==> config.mk <==
export PLATFORM = sky130hd
export DESIGN_NAME = mia_queue
export DESIGN_NICKNAME = d
export VERILOG_FILES = /design/src/sv/mia_pkg.sv /design/src/sv/mia_queue.sv
export SDC_FILE = /design/constraint.sdc
export NUM_CORES = 1
export LEC_CHECK = 0
export ABC_AREA = 1
export BUFFER_PORTS_ARGS = -buffer_cell sky130_fd_sc_hd__buf_4
export CELL_PAD_IN_SITES_DETAIL_PLACEMENT = 1
export CELL_PAD_IN_SITES_GLOBAL_PLACEMENT = 1
export CORE_MARGIN = 8
export CORE_UTILIZATION = 38
export CTS_CLUSTER_DIAMETER = 120
export CTS_CLUSTER_SIZE = 12
export DETAILED_ROUTE_END_ITERATION = 16
export PLACE_DENSITY_LB_ADDON = 0.1
export SLEW_MARGIN = 20
export SYNTH_ARGS = -nofsm -noshare
export SYNTH_HDL_FRONTEND = slang
export SYNTH_SLANG_ARGS = --single-unit
==> constraint.sdc <==
create_clock -name clk -period 5.3 [get_ports clk]
set_clock_uncertainty 0.2 [all_clocks]
set_input_delay 1.06 -clock clk [delete_from_list [all_inputs] [get_ports clk]]
set_output_delay 1.06 -clock clk [all_outputs]
set_load 0.1 [all_outputs]
==> src/sv/mia_pkg.sv <==
`timescale 1ns / 1ps

package mia_pkg;

	localparam int DataW = 32;
	localparam int DivSteps = DataW;

	typedef enum logic [2:0] {
		OP_ADD  = 3'd0,
		OP_ADDI = 3'd1,
		OP_SUB  = 3'd2,
		OP_MULT = 3'd3,
		OP_DIV  = 3'd4,
		OP_AND  = 3'd5,
		OP_OR   = 3'd6,
		OP_XOR  = 3'd7
	} op_t;

	typedef enum logic [1:0] {
		ST_OK   = 2'd0,
		ST_OVF  = 2'd1,
		ST_DIVZ = 2'd2
	} status_t;

	typedef enum logic [1:0] {
		K_SIMPLE = 2'd0,
		K_MULT   = 2'd1,
		K_DIV    = 2'd2
	} kind_t;

	// Classified request as it waits in the queue.
	typedef struct packed {
		kind_t            kind;
		logic [DataW-1:0] res;
		status_t          st;
		logic [DataW-1:0] a;
		logic [DataW-1:0] b;
		logic             neg_q;
		logic             neg_r;
	} item_t;

	// Working state of one request inside the execution pipeline.
	typedef struct packed {
		kind_t              kind;
		logic [DataW-1:0]   res;
		status_t            st;
		logic [2*DataW-1:0] prod;
		logic [DataW-1:0]   rem;
		logic [DataW-1:0]   dq;
		logic [DataW-1:0]   dvs;
		logic               neg_q;
		logic               neg_r;
	} pipe_t;

endpackage

==> src/sv/mia_queue.sv <==
`timescale 1ns / 1ps

module mia_queue
	import mia_pkg::*;
(
	input  logic  clk,
	input  logic  arst_n,
	input  logic  push,
	input  item_t wdata,
	output logic  full,
	output logic  valid,
	input  logic  pop,
	output item_t rdata
);

	item_t      ent_q [2];
	logic       wptr_q, rptr_q;
	logic [1:0] cnt_q;

	assign full  = cnt_q == 2'd2;
	assign valid = cnt_q != 2'd0;
	assign rdata = ent_q[rptr_q];

	always_ff @(posedge clk) begin
		if (push) ent_q[wptr_q] <= wdata;
	end

	always_ff @(posedge clk or negedge arst_n) begin
		if (!arst_n) begin
			wptr_q <= 1'b0;
			rptr_q <= 1'b0;
			cnt_q  <= 2'd0;
		end else begin
			if (push) wptr_q <= !wptr_q;
			if (pop) rptr_q <= !rptr_q;
			cnt_q <= cnt_q + 2'(push) - 2'(pop);
		end
	end

endmodule

==> reports/summary.txt <==
Critical-path top delay cell -> dfrtp_4
critical path's top delay family -> buffers and inverters
num rows -> 53
CTS clk-pin slew, worst paths -> 0.06 ns
Final Core Density -> 49.7%
post-synthesis cell type count -> 16
Crit Path Class -> reg2out
CP Launch Type -> flop
final setup fails -> 0
Post-Syn Instances -> 558
largest net degree at the start of global routing -> 92
Synth Register Bits -> 208
Setup Fix Bufs, Post-CTS -> 0
fmax -> 279 MHz
grt ovf -> 0
WP buf/inv -> 2
area share of the largest cell type after synthesis -> 76.5%
Yosys top cell by area -> edfxtp_1
gr usage total -> 14.4%
commonest non-fill, non-tap cell in the layout -> buf_4
routed length per instance -> 18.1 um
r2r startpoint -> wptr_q$_DFFE_PN0P_
worst endpoint required time -> 4.04 ns
Initial Util -> 38.5%
root buffer cell -> clkbuf_16
Worst Setup End Kind -> primary output
commonest non-fill, non-tap cells in the layout -> 215 x buf_4, 204 x edfxtp_1, 109 x nand2_1
Worst Hold Class -> in2async
CP Cell Sequence -> buf_4 > nand2_1 > o21ai_2 > buf_4
Final GP Congestion -> 0.715
Die X -> 161 um
Reg2Reg Depth -> 3
Seq/Total Area, Yosys -> 77.7%
crit-path max FO -> 47
Via Count -> 4794
Ports -> 210
DR vias/cell -> 4.54
Area contributors post-synth -> edfxtp_1 76%, o21ai_2 5.5%, inv_1 5.1%
area growth from synthesis to layout -> 29.2%
RSZ-0062 raised after global routing -> false
Routed Antenna Nets -> 0
filler cell count in the final layout -> 2161
antenna cell count -> 0
status -> finished, final reports clean
fin. max-slew vios -> 0
Final Hold Violating Endpoints -> 0
reg-to-reg endpoint -> ent_q[1][60]$_DFFE_PP_
final worst-path cycle share -> 67.6%
synthesized area -> 8010 um^2
area of the multi-input gates -> 1170 um^2
max incr delay on CP -> 0.70 ns
# DRC -> 0
clk sinks -> 208
flop2flop setup slack -> 3.10 ns
max-cap violations -> 0
Final nets -> 882
TNS Setup -> 0 ns
worst-margin pin slew -> 0.918 ns
number of global-route vias before repair -> 5349
# hold bufs at CTS -> 0
Register Area -> 6230 um^2
Num CTS Buffers -> 21
post-route minimum period -> 3.58 ns
layout cells sized above 1 -> 37.3%
CORE AREA -> 20800 um^2
initial drt markers -> 279
crit path DAT -> 2.32 ns
DR pass1 iterations -> 4
max_slew headroom -> 38.8%
die area -> 26000 um^2
clk buf depth -> 3
cells resized by post-CTS repair -> 0
PortBufs -> 209
Die Ht -> 161 um
Post-Route WL -> 19100 um
Detailed Place HPWL -> 13300 um
Mapped Nets -> 666
CTS tree -> done
initial antenna violation count -> 0
clock insertion delay at the later pin of the skew report -> 0.48 ns
H-tree depth -> 1
Mapped Avg Cell Area -> 14.4 um^2
global-route wire length before repair -> 29600 um
CP most frequent cell -> buf_4
Synth warnings -> 0
## cells by family (layout without fill, tap and decap cells)
kind of cell    count (synthesis)  count (layout)  synth area share [%]
xor+xnor                        2               2                 0.219
flops                         208             208                  77.7
fa+ha+maj                       2               2                 0.312
simple gates                  112             112                  5.26
compound gates                102             102                  8.72
buf+inv                       132             354                  7.75
## Yosys cell counts
| master | number |
|---|---|
| xor2_1 | 2 |
| clkbuf_1 | 4 |
| nand3_1 | 1 |
| nor2_1 | 2 |
| o21ai_2 | 50 |
| buf_8 | 1 |
| ha_1 | 2 |
| buf_6 | 13 |
| o21ai_1 | 9 |
| o21ai_0 | 43 |
| buf_4 | 4 |
| nand2_1 | 109 |
| buf_2 | 1 |
| edfxtp_1 | 204 |
| inv_1 | 109 |
| dfrtp_1 | 4 |
## cell type report
type / count / share of cell area (%)
Inverter: 109 / 3.98
Sequential cell: 208 / 60.2
Clock buffer: 28 / 5.33
Tap cell: 275 / 3.32
Multi-Input combinational cell: 218 / 11.3
Timing Repair Buffer: 216 / 15.8
Clock inverter: 1 / 0.0846
## flip-flops by register name (all words and copies together), names as in the netlist
signal  flops
cnt_q       2
rptr_q      1
ent_q     204
wptr_q      1
## worst max path at each step
stage | to | start | cells after the start | slack, ns
after detailed placement | rdata[43] | rptr_q$_DFFE_PN0P_ | 4 | 2.20
after global routing | rdata[31] | rptr_q$_DFFE_PN0P_ | 4 | 1.52
after global placement | rdata[3] | rptr_q$_DFFE_PN0P_ | 4 | 2.29
after floorplan | ent_q[0][0]$_DFFE_PP_ | push | 2 | 0.94
after CTS | rdata[43] | rptr_q$_DFFE_PN0P_ | 4 | 1.67
final | rdata[43] | rptr_q$_DFFE_PN0P_ | 4 | 1.72
## metal layers
layer | global-route usage [%] | up-vias | routed length (um)
met2 | 25.4 | 138 | 9820
met3 | 4.96 | 21 | 1520
met1 | 16.7 | 2325 | 7500
li1 | - | 2310 | -
met5 | 0 | - | 0
met4 | 3.07 | 0 | 245
## stage by stage
step | area, um^2 | setup WS, ns | cells | hold WS, ns
floorplan | 8010 | 0.939 | 558 | 0.281
global placement | 9790 | 2.29 | 1026 | 0.330
detailed placement | 9790 | 2.20 | 1026 | 0.339
CTS | 10300 | 1.67 | 1055 | 0.140
global route | 10300 | 1.52 | 1055 | 0.140
finish | 10300 | 1.72 | 1055 | 0.171
Power is left out: the tool's default activity adds up to more than one toggle a clock period on the data nets, which glitch-free logic cannot reach.
