--- src/sv/mia_pkg.sv ---
`timescale 1ns / 1ps

package mia_pkg;

	localparam int DataW = 32;
	localparam int DivSteps = DataW;

	typedef enum logic [2:0] {
		OP_ADD  = 3'd0,
		OP_ADDI = 3'd1,
		OP_SUB  = 3'd2,
		OP_MULT = 3'd3,
		OP_DIV  = 3'd4,
		OP_AND  = 3'd5,
		OP_OR   = 3'd6,
		OP_XOR  = 3'd7
	} op_t;

	typedef enum logic [1:0] {
		ST_OK   = 2'd0,
		ST_OVF  = 2'd1,
		ST_DIVZ = 2'd2
	} status_t;

	typedef enum logic [1:0] {
		K_SIMPLE = 2'd0,
		K_MULT   = 2'd1,
		K_DIV    = 2'd2
	} kind_t;

	// Classified request as it waits in the queue.
	typedef struct packed {
		kind_t            kind;
		logic [DataW-1:0] res;
		status_t          st;
		logic [DataW-1:0] a;
		logic [DataW-1:0] b;
		logic             neg_q;
		logic             neg_r;
	} item_t;

	// Working state of one request inside the execution pipeline.
	typedef struct packed {
		kind_t              kind;
		logic [DataW-1:0]   res;
		status_t            st;
		logic [2*DataW-1:0] prod;
		logic [DataW-1:0]   rem;
		logic [DataW-1:0]   dq;
		logic [DataW-1:0]   dvs;
		logic               neg_q;
		logic               neg_r;
	} pipe_t;

endpackage

--- src/sv/mia_if.sv ---
`timescale 1ns / 1ps

interface mia_in_if;
	import mia_pkg::*;
	logic             valid;
	logic             ready;
	logic [2:0]       action;
	logic [DataW-1:0] operand_a;
	logic [DataW-1:0] operand_b;

	modport source (output valid, action, operand_a, operand_b, input ready);
	modport sink (input valid, action, operand_a, operand_b, output ready);
endinterface


--- src/sv/mia_front.sv ---
`timescale 1ns / 1ps

module mia_front
	import mia_pkg::*;
(
	mia_in_if.sink     in_ch,
	input  logic       full,
	output logic       push,
	output item_t      item
);

	logic [DataW-1:0] a, b, sum, diff;
	logic             add_ovf, sub_ovf;

	assign a    = in_ch.operand_a;
	assign b    = in_ch.operand_b;
	assign sum  = a + b;
	assign diff = a - b;
	assign add_ovf = (a[DataW-1] ^ sum[DataW-1]) & (b[DataW-1] ^ sum[DataW-1]);
	assign sub_ovf = (a[DataW-1] ^ b[DataW-1]) & (a[DataW-1] ^ diff[DataW-1]);

	assign in_ch.ready = !full;
	assign push        = in_ch.valid && !full;

	always_comb begin
		item       = '0;
		item.kind  = K_SIMPLE;
		item.st    = ST_OK;
		unique case (op_t'(in_ch.action))
			OP_ADD, OP_ADDI: begin
				if (add_ovf) item.st = ST_OVF;
				else item.res = sum;
			end
			OP_SUB: begin
				if (sub_ovf) item.st = ST_OVF;
				else item.res = diff;
			end
			OP_MULT: begin
				item.kind = K_MULT;
				item.a    = a;
				item.b    = b;
			end
			OP_DIV: begin
				if (b == '0) begin
					item.st = ST_DIVZ;
				end else if (a == {1'b1, {(DataW-1){1'b0}}} && b == '1) begin
					item.st = ST_OVF;
				end else begin
					// The divider works on magnitudes; signs are restored at the end.
					item.kind  = K_DIV;
					item.a     = a[DataW-1] ? -a : a;
					item.b     = b[DataW-1] ? -b : b;
					item.neg_q = a[DataW-1] ^ b[DataW-1];
					item.neg_r = a[DataW-1];
				end
			end
			OP_AND: item.res = a & b;
			OP_OR:  item.res = a | b;
			default: item.res = a ^ b;
		endcase
	end

endmodule

--- src/flat_wrapper.sv ---
// flat-port wrapper written by rule: the top's interface ports become plain ports
module mia_front_flat import mia_pkg::*;
  (full, push, item, in_ch_valid, in_ch_action, in_ch_operand_a, in_ch_operand_b, in_ch_ready);
  mia_in_if in_ch_i ();
  input  logic full;
  output logic push;
  output item_t item;
  input wire logic [$bits(in_ch_i.valid)-1:0] in_ch_valid;
  input wire logic [$bits(in_ch_i.action)-1:0] in_ch_action;
  input wire logic [$bits(in_ch_i.operand_a)-1:0] in_ch_operand_a;
  input wire logic [$bits(in_ch_i.operand_b)-1:0] in_ch_operand_b;
  output wire logic [$bits(in_ch_i.ready)-1:0] in_ch_ready;
  assign in_ch_i.valid = in_ch_valid;
  assign in_ch_i.action = in_ch_action;
  assign in_ch_i.operand_a = in_ch_operand_a;
  assign in_ch_i.operand_b = in_ch_operand_b;
  assign in_ch_ready = in_ch_i.ready;
  mia_front u_core (.in_ch(in_ch_i), .full(full), .push(push), .item(item));
endmodule
--- config.mk ---
export PLATFORM = sky130hd
export DESIGN_NAME = mia_front_flat
export DESIGN_NICKNAME = d
export VERILOG_FILES = /design/src/sv/mia_pkg.sv /design/src/sv/mia_if.sv /design/src/sv/mia_front.sv /design/src/flat_wrapper.sv
export SDC_FILE = /design/constraint.sdc
export NUM_CORES = 1
export LEC_CHECK = 0
export ABC_AREA = 1
export BUFFER_PORTS_ARGS = -buffer_cell sky130_fd_sc_hd__buf_2
export CELL_PAD_IN_SITES_DETAIL_PLACEMENT = 0
export CELL_PAD_IN_SITES_GLOBAL_PLACEMENT = 1
export CORE_UTILIZATION = 33
export DETAILED_ROUTE_END_ITERATION = 8
export PLACE_DENSITY = 0.83
export SLEW_MARGIN = 15
export SYNTH_ARGS = -nofsm -noshare
export SYNTH_HDL_FRONTEND = slang
export SYNTH_SLANG_ARGS = --single-unit
--- constraint.sdc ---
create_clock -name vclk -period 5.75
set_input_delay 0.575 -clock vclk [all_inputs]
set_output_delay 0.575 -clock vclk [all_outputs]
set_load 0.01 [all_outputs]
==> run metrics, run 1 <==
average wire per standard cell 18.5 um; effective utilization at floorplan 33.7%; post-cts sizing count 0; final hold violation count 0; most congested layer reported by global routing met2; sequential element share of the synthesized area 0%; depth of the worst hold-timing path 3; worst setup margin 1580 ps; drt first-iter violations around 940; proportion of layout cells with a drive suffix above 1 17.2%; Internal 306 uW; HPWL Detailed 35.5 mm; post-detailed-route DRC marker count 0; Worst VDD drop 0.0000343 V; mean area per synthesized cell 5.29 um2; share of total power in combinational logic 100.0%; post-synthesis cell type count 44; Leak Pwr 0.00588 uW; commonest cells after routing, fill and taps aside 496 x nand2_1, 256 x inv_1, 217 x nor2_1; unrepaired setup endpoints after global routing no; total number of cells along the worst setup path 15; slowest library cell on the worst path ha_1; DIE AREA 29200 um2; biggest fanout along the worst timing path 32; Ports 173; port bufs between 150 and 200; crit path kind in -> out; Finish-stage setup viols 0; Layout fillers between 3000 and 4000; pre-CTS setup slack around 1700 ps; placed instance count 2271; antenna fix cells 0; post-detailed-route via-to-cell ratio 5.21; gp weighted congestion 1.02; buffers inserted during post-CTS setup optimization 0; cell area after synthesis 9430 um2; end-of-flow core utilization 37.2%; maximum cell stage delay along the critical path 600 ps; Critical Path RT slightly above 5000 ps; floorplan die width 171 um; final count of pins violating max slew 0; number of routed nets with antenna violations 0; relative contribution of the clock network to total power 0%; met3 track utilization from global routing 1.27%; sequence of cells on the critical path buf_2 -> inv_1 -> ha_1 -> o21ai_1 -> inv_1 -> nand2_1 -> a21oi_1 -> nand2_2 -> nand2_2 -> nand2_2 -> nand2_4 -> nand3_4 -> nand2_2 -> nand4_1 -> buf_2; startpoint type of the worst setup path primary input; pin count of the biggest net entering global routing 59; outcome complete, no violations; Floorplan Core Area 27900 um2; Die Ht 171 um; cell area after placement roughly 10000 um2; wire length of the first global-routing pass about 64 mm; cell count after synthesis 1782; non-filler instance count after layout 2271; number of nets in the synthesized netlist between 1500 and 2000; max-cap check violation count 0; worst slew margin relative to its limit 27.2%; register area 0 um2; sequential fraction of design power 0%; class of the most critical hold timing path in -> out; total number of nets in the final design 2074; sequential cell count of the final layout 0; net switching power of the design 691 uW; Ys Warns 0; total number of vias 11800; via count of the first global-routing pass 11000; cts hold-fix bufs 0; M2 GR Usage 44.8%; crit-path leading delay family simple AND/OR/NAND/NOR gates; routing usage on met1 between 40 and 50%; initial antenna violation count 0; Worst-Margin Slew approximately 1100 ps; most frequent standard cell in the layout excluding fill and tap cells nand2_1; First-pass DRT Iterations 5; part of the cycle the worst path needs 72.6%; number of buffers and inverters on the critical path 4; Critical Path Sink Type output port; final standard cell area without fillers 10400 um2; worst path arrival time 3600 ps; most repeated library cell on the critical path nand2_2; time the final worst path needs with I/O delays and setup around 4200 ps; wire length after detailed routing about 42 mm; aggregate global-route resource usage about 29%; total overflow reported by the global router 0; Area growth, synth to finish 10.1%; final total negative setup slack 0 ps; switching part of the total power 69.3%; number of placement rows 61; peak clock frequency supported by timing around 240 MHz; power density over the cells 96.1 nW/um2; CLK BUF 0
## Yosys cell counts, drive strengths merged (5+ instances only)
master / n / share of area [%]
a21oi: 98 / 5.7
nor3: 28 / 1.9
xor2: 65 / 6.0
nand4: 57 / 3.8
buf: 42 / 3.6
nand2: 554 / 24
xnor2: 5 / 0.46
nor3b: 5 / 0.40
ha: 108 / 14
o21bai: 10 / 0.80
nor2: 238 / 10
clkbuf: 25 / 1.0
nand3: 128 / 7.9
nor4: 12 / 0.80
o21ai: 60 / 3.2
o22ai: 32 / 2.1
inv: 291 / 12
## power by group through the flow
stage	clock (uW)	combinational (uW)	sequential, uW
floorplan	0	681	0
global placement	0	978	0
detailed placement	0	978	0
CTS	0	981	0
global route	0	1100	0
finish	0	997	0
## area by class of cell
class / instances / area (um2) / area share, %
multi-input cells: 1422 / 7900 / 76.1
inverters: 293 / 1100 / 10.6
repair buffers: 178 / 903 / 8.70
well taps: 378 / 473 / 4.56
## worst paths after layout
kind                           to                 from
worst min-delay path  in_ch_ready                 full
worst max-delay path     item[80]  in_ch_operand_b[14]
## per-stage QoR
step / power, uW / hold WS (ps)
6_report: 997 / 1390
5_1_grt: 1100 / 1420
4_1_cts: 981 / 1390
3_5_place_dp: 978 / 1390
3_3_place_gp: 978 / 1380
2_1_floorplan: 681 / 1190
## cell families (layout without fill, tap and decap cells)
family	after synthesis	in the layout	synth area share [%]
AND/OR/NAND/NOR	1028	1028	49.5
XOR/XNOR	70	70	6.50
adder cells (fa/ha/maj)	110	110	14.8
buffers and inverters	360	471	16.4
AO/OA/AOI/OAI	214	214	12.9
## per-layer routing
layer,vias to the layer above,share of wire [%]
met5,-,0
met4,0,2.4
met3,44,7.3
met2,484,42
met1,5459,48
li1,5855,-
Note: power is estimated with default switching activity, not from simulation.
==> run 2, diff against run 1 <==
==> constraint.sdc (replaced) <==
create_clock -name vclk -period 4.2
set_input_delay 0.42 -clock vclk [all_inputs]
set_output_delay 0.42 -clock vclk [all_outputs]
set_load 0.01 [all_outputs]
==> run metrics, run 2 (synthesized netlist as in run 1, its figures left out) <==
Floorplan Core Area 27900 um2 (unchanged); sequential fraction of design power 0% (unchanged); total number of vias 11900 (+0.71%); effective utilization at floorplan 33.7% (unchanged); wire length after detailed routing 41.8 mm (-0.31%); non-filler instance count after layout 2282 (+0.48%); net switching power of the design 945 uW (+37%); share of total power in combinational logic 100.0% (about the same); commonest cells after routing, fill and taps aside 496 x nand2_1, 256 x inv_1, 217 x nor2_1; most congested layer reported by global routing met2; initial antenna violation count 0 (unchanged); placed instance count 2282 (+0.48%); final count of pins violating max slew 0 (unchanged); routing usage on met1 41.1% (-1.4 points); biggest fanout along the worst timing path 26 (-19%); average wire per standard cell 18.3 um (-0.80%); post-detailed-route via-to-cell ratio 5.23 (+0.22%); final hold violation count 0 (unchanged); worst slew margin relative to its limit 28.7% (+1.5 points); peak clock frequency supported by timing 274 MHz; proportion of layout cells with a drive suffix above 1 17.7% (+0.48 points); First-pass DRT Iterations 5 (unchanged); most frequent standard cell in the layout excluding fill and tap cells nand2_1; Worst VDD drop 0.0000422 V (+23%); sequence of cells on the critical path buf_2 -> inv_1 -> nand3_1 -> nor4_1 -> nand3_1 -> nand3_2 -> inv_2 -> o211ai_1 -> o21ai_0 -> buf_2; buffers inserted during post-CTS setup optimization 0 (unchanged); post-layout power 1370 uW (+38%); gp weighted congestion 0.963 (-5.7%); Internal 429 uW (+40%); crit path kind in -> out; Area growth, synth to finish 11.1%; final total negative setup slack 0 ps (unchanged); pin count of the biggest net entering global routing 59 (unchanged); outcome complete, no violations; depth of the worst hold-timing path 3 (unchanged); Finish-stage setup viols 0 (unchanged); relative contribution of the clock network to total power 0% (unchanged); Worst-Margin Slew 1060 ps (-31.8 ps); time the final worst path needs with I/O delays and setup about 3600 ps; part of the cycle the worst path needs 86.9%; number of buffers and inverters on the critical path 4 (unchanged); HPWL Detailed 35.7 mm (+0.57%); worst path arrival time 3230 ps (-370 ps); via count of the first global-routing pass 10800 (-1.3%); class of the most critical hold timing path in -> out; crit-path leading delay family simple AND/OR/NAND/NOR gates; drt first-iter violations 871 (-7.5%); max-cap check violation count 0 (unchanged); Critical Path Sink Type output port; post-detailed-route DRC marker count 0 (unchanged); total overflow reported by the global router 0 (unchanged); Die Ht 171 um (unchanged); beginning of the critical path in_ch_operand_b[27]; M2 GR Usage 44.9% (+0.16 points); total number of nets in the final design 2085 (+0.53%); wire length of the first global-routing pass 62.7 mm (-2.1%); Ports 173 (unchanged); slowest library cell on the worst path nor4_1; floorplan die width 171 um (unchanged); switching part of the total power 68.8% (-0.49 points); number of placement rows 61 (unchanged); unrepaired setup endpoints after global routing no; antenna fix cells 0 (unchanged); startpoint type of the worst setup path primary input; power density over the cells 131 nW/um2 (+37%); port bufs 173 (unchanged); Hold Path Origin full; worst hold margin 1080 ps (-306 ps); final standard cell area without fillers 10500 um2 (+0.87%); Critical Path RT 3780 ps (-1400 ps); maximum cell stage delay along the critical path 820 ps (+220 ps); number of routed nets with antenna violations 0 (unchanged); met3 track utilization from global routing 0.995% (-0.28 points); cts hold-fix bufs 0 (unchanged); DIE AREA 29200 um2 (unchanged); Leak Pwr 0.00594 uW (+1.0%); post-cts sizing count 0 (unchanged); sequential cell count of the final layout 0 (unchanged); aggregate global-route resource usage 28.1% (-0.47 points); CLK BUF 0 (unchanged); register area 0 um2 (unchanged); cell area after placement 10500 um2 (+0.87%); WHS Endpoint in_ch_ready
run 2: changes by cell type in the layout (fill, tap and decap cells not counted):
cell,change
buf_12,+1
buf_4,+10
nor2_2,+1
nor2_4,-1
run 2: final cells by class:
cell class,count,area (um2)
fillers,3316,17500
well taps,378,473
inverters,293,1100
multi-input cells,1422,7900
repair buffers,189,998
run 2: how the worst max path moves through the flow:
stage / end / cells after the start
2_1_floorplan: item[96] / 17
3_3_place_gp: item[82] / 16
3_5_place_dp: item[82] / 16
4_1_cts: item[82] / 16
5_1_grt: item[82] / 16
6_report: item[64] / 10
run 2: per-layer routing:
metal | routed length, um | vias up
li1 | - | 5868
met1 | 19700 | 5500
met2 | 18100 | 517
met3 | 2980 | 41
met4 | 1070 | 0
met5 | 0 | -
run 2: worst min-delay path, cell delays in order:
cell   delay (ps)
buf_2          90
inv_1          30
buf_2         120
run 2: per-stage QoR:
step	worst slack, ps	util (%)
final	550	37.5
after global routing	405	37.5
after CTS	614	37.5
after detailed placement	612	37.5
after global placement	634	37.5
after floorplan	1630	-
run 2: power groups by stage:
stage          clock (uW)  combinational (uW)  sequential [uW]
2_1_floorplan           0                 932                0
3_3_place_gp            0                1340                0
3_5_place_dp            0                1350                0
4_1_cts                 0                1350                0
5_1_grt                 0                1510                0
6_report                0                1370                0
==> run 3, diff against run 2 <==
--- a/config.mk
+++ b/config.mk
@@ -12,6 +12,7 @@
 export CORE_UTILIZATION = 33
 export DETAILED_ROUTE_END_ITERATION = 8
 export PLACE_DENSITY = 0.83
+export RECOVER_POWER = 50
 export SLEW_MARGIN = 15
 export SYNTH_ARGS = -nofsm -noshare
 export SYNTH_HDL_FRONTEND = slang
==> run metrics, run 3 (synthesized netlist as in run 1, its figures left out) <==
post-cts sizing count 0 (unchanged); M2 GR Usage 44.9% (unchanged); DIE AREA 29200 um2 (unchanged); Finish-stage setup viols 0 (unchanged); register area 0 um2 (unchanged); wire length after detailed routing 41.9 mm (+0.11%); total overflow reported by the global router 0 (unchanged); gp weighted congestion 0.963 (unchanged); biggest fanout along the worst timing path 21 (-19%); cts hold-fix bufs 0 (unchanged); crit path kind in -> out; HPWL Detailed 35.7 mm (unchanged); aggregate global-route resource usage 28.1% (unchanged); total area of multi-input combinational cells 7890 um2 (about the same); Die Ht 171 um (unchanged); power density over the cells 132 nW/um2 (+0.28%); wire length of the first global-routing pass 62.7 mm (unchanged); pin count of the biggest net entering global routing 59 (unchanged); CLK BUF 0 (unchanged); post-detailed-route via-to-cell ratio 5.25 (+0.37%); met3 track utilization from global routing 0.995% (unchanged); Floorplan Core Area 27900 um2 (unchanged); Worst-Margin Slew 1910 ps (+852 ps); cell area after placement 10500 um2 (unchanged); maximum cell stage delay along the critical path 880 ps (+60 ps); Hold Path Origin full; final standard cell area without fillers 10400 um2 (-0.66%); unrepaired setup endpoints after global routing no; sequential cell count of the final layout 0 (unchanged); crit-path leading delay family buffers and inverters; port bufs 173 (unchanged); antenna fix cells 0 (unchanged); number of placement rows 61 (unchanged); number of routed nets with antenna violations 0 (unchanged); Ports 173 (unchanged); peak clock frequency supported by timing 260 MHz (-5.0%); average wire per standard cell 18.4 um (+0.11%); final total negative setup slack 0 ps (unchanged); outcome finished with violations; via count of the first global-routing pass 10800 (unchanged); part of the cycle the worst path needs 91.4% (+4.5 points); final count of pins violating max slew 59 (+59); worst slew margin relative to its limit -27.5% (-56 points); class of the most critical hold timing path in -> out; most frequent standard cell in the layout excluding fill and tap cells nand2_1; worst hold margin 1070 ps (-7.74 ps); Layout fillers 3321 (+0.15%); Leak Pwr 0.00575 uW (-3.2%); buffers inserted during post-CTS setup optimization 0 (unchanged); max-cap check violation count 1 (+1); total number of vias 12000 (+0.37%); drt first-iter violations 879 (+0.92%); post-detailed-route DRC marker count 0 (unchanged); floorplan die width 171 um (unchanged); Worst VDD drop 0.0000429 V (+1.7%); worst setup margin 359 ps (-191 ps); effective utilization at floorplan 33.7% (unchanged); Critical Path RT 3780 ps (about the same); startpoint type of the worst setup path primary input; depth of the worst hold-timing path 3 (unchanged); proportion of layout cells with a drive suffix above 1 15.1% (-2.6 points); First-pass DRT Iterations 7 (+2); most congested layer reported by global routing met2; Critical Path Sink Type output port; final hold violation count 0 (unchanged); WHS Endpoint in_ch_ready; Area growth, synth to finish 10.3%; sequence of cells on the critical path buf_2 -> inv_1 -> nor3_1 -> clkbuf_1 -> inv_1 -> o22ai_1 -> clkbuf_1; pre-CTS setup slack 612 ps (unchanged); initial antenna violation count 0 (unchanged); violations in the final reports max-capacitance violations, max-slew violations; total number of nets in the final design 2085 (unchanged); time the final worst path needs with I/O delays and setup 3840 ps (+191 ps); worst path arrival time 3420 ps (+190 ps); slowest library cell on the worst path clkbuf_1; commonest cells after routing, fill and taps aside 496 x nand2_1, 257 x inv_1, 217 x nor2_1; routing usage on met1 41.1% (unchanged); number of buffers and inverters on the critical path 5 (+1)
[run 3: cell type report]
| class | instances | share of cell area (%) |
|---|---|---|
| multi-input cells | 1422 | 75.8 |
| repair buffers | 189 | 8.98 |
| well taps | 378 | 4.55 |
| inverters | 293 | 10.6 |
[run 3: where the power goes]
part	leakage [uW]	switching (uW)	total, uW	internal [uW]
clock	0	0	0	0
combinational	0.00575	946	1370	422
sequential	0	0	0	0
[run 3: routing by layer]
metal | part of all wire, % | routed length (um)
met4 | 2.5 | 1050
met1 | 47 | 19800
met3 | 7.0 | 2910
met5 | 0 | 0
met2 | 43 | 18100
[run 3: how the worst max path moves through the flow]
stage,from,endpoint,cells past startpoint
5_1_grt,in_ch_operand_b[14],item[82],16
3_5_place_dp,in_ch_operand_a[18],item[82],16
2_1_floorplan,in_ch_operand_a[9],item[96],17
4_1_cts,in_ch_operand_a[18],item[82],16
6_report,in_ch_action[2],item[7],7
3_3_place_gp,in_ch_operand_a[18],item[82],16
[run 3: per-stage QoR]
| step | cells | power (uW) | util, % |
|---|---|---|---|
| 2_1_floorplan | 1782 | 932 | - |
| 3_3_place_gp | 2282 | 1340 | 37.5 |
| 3_5_place_dp | 2282 | 1350 | 37.5 |
| 4_1_cts | 2282 | 1350 | 37.5 |
| 5_1_grt | 2282 | 1500 | 37.2 |
| 6_report | 2282 | 1370 | 37.2 |
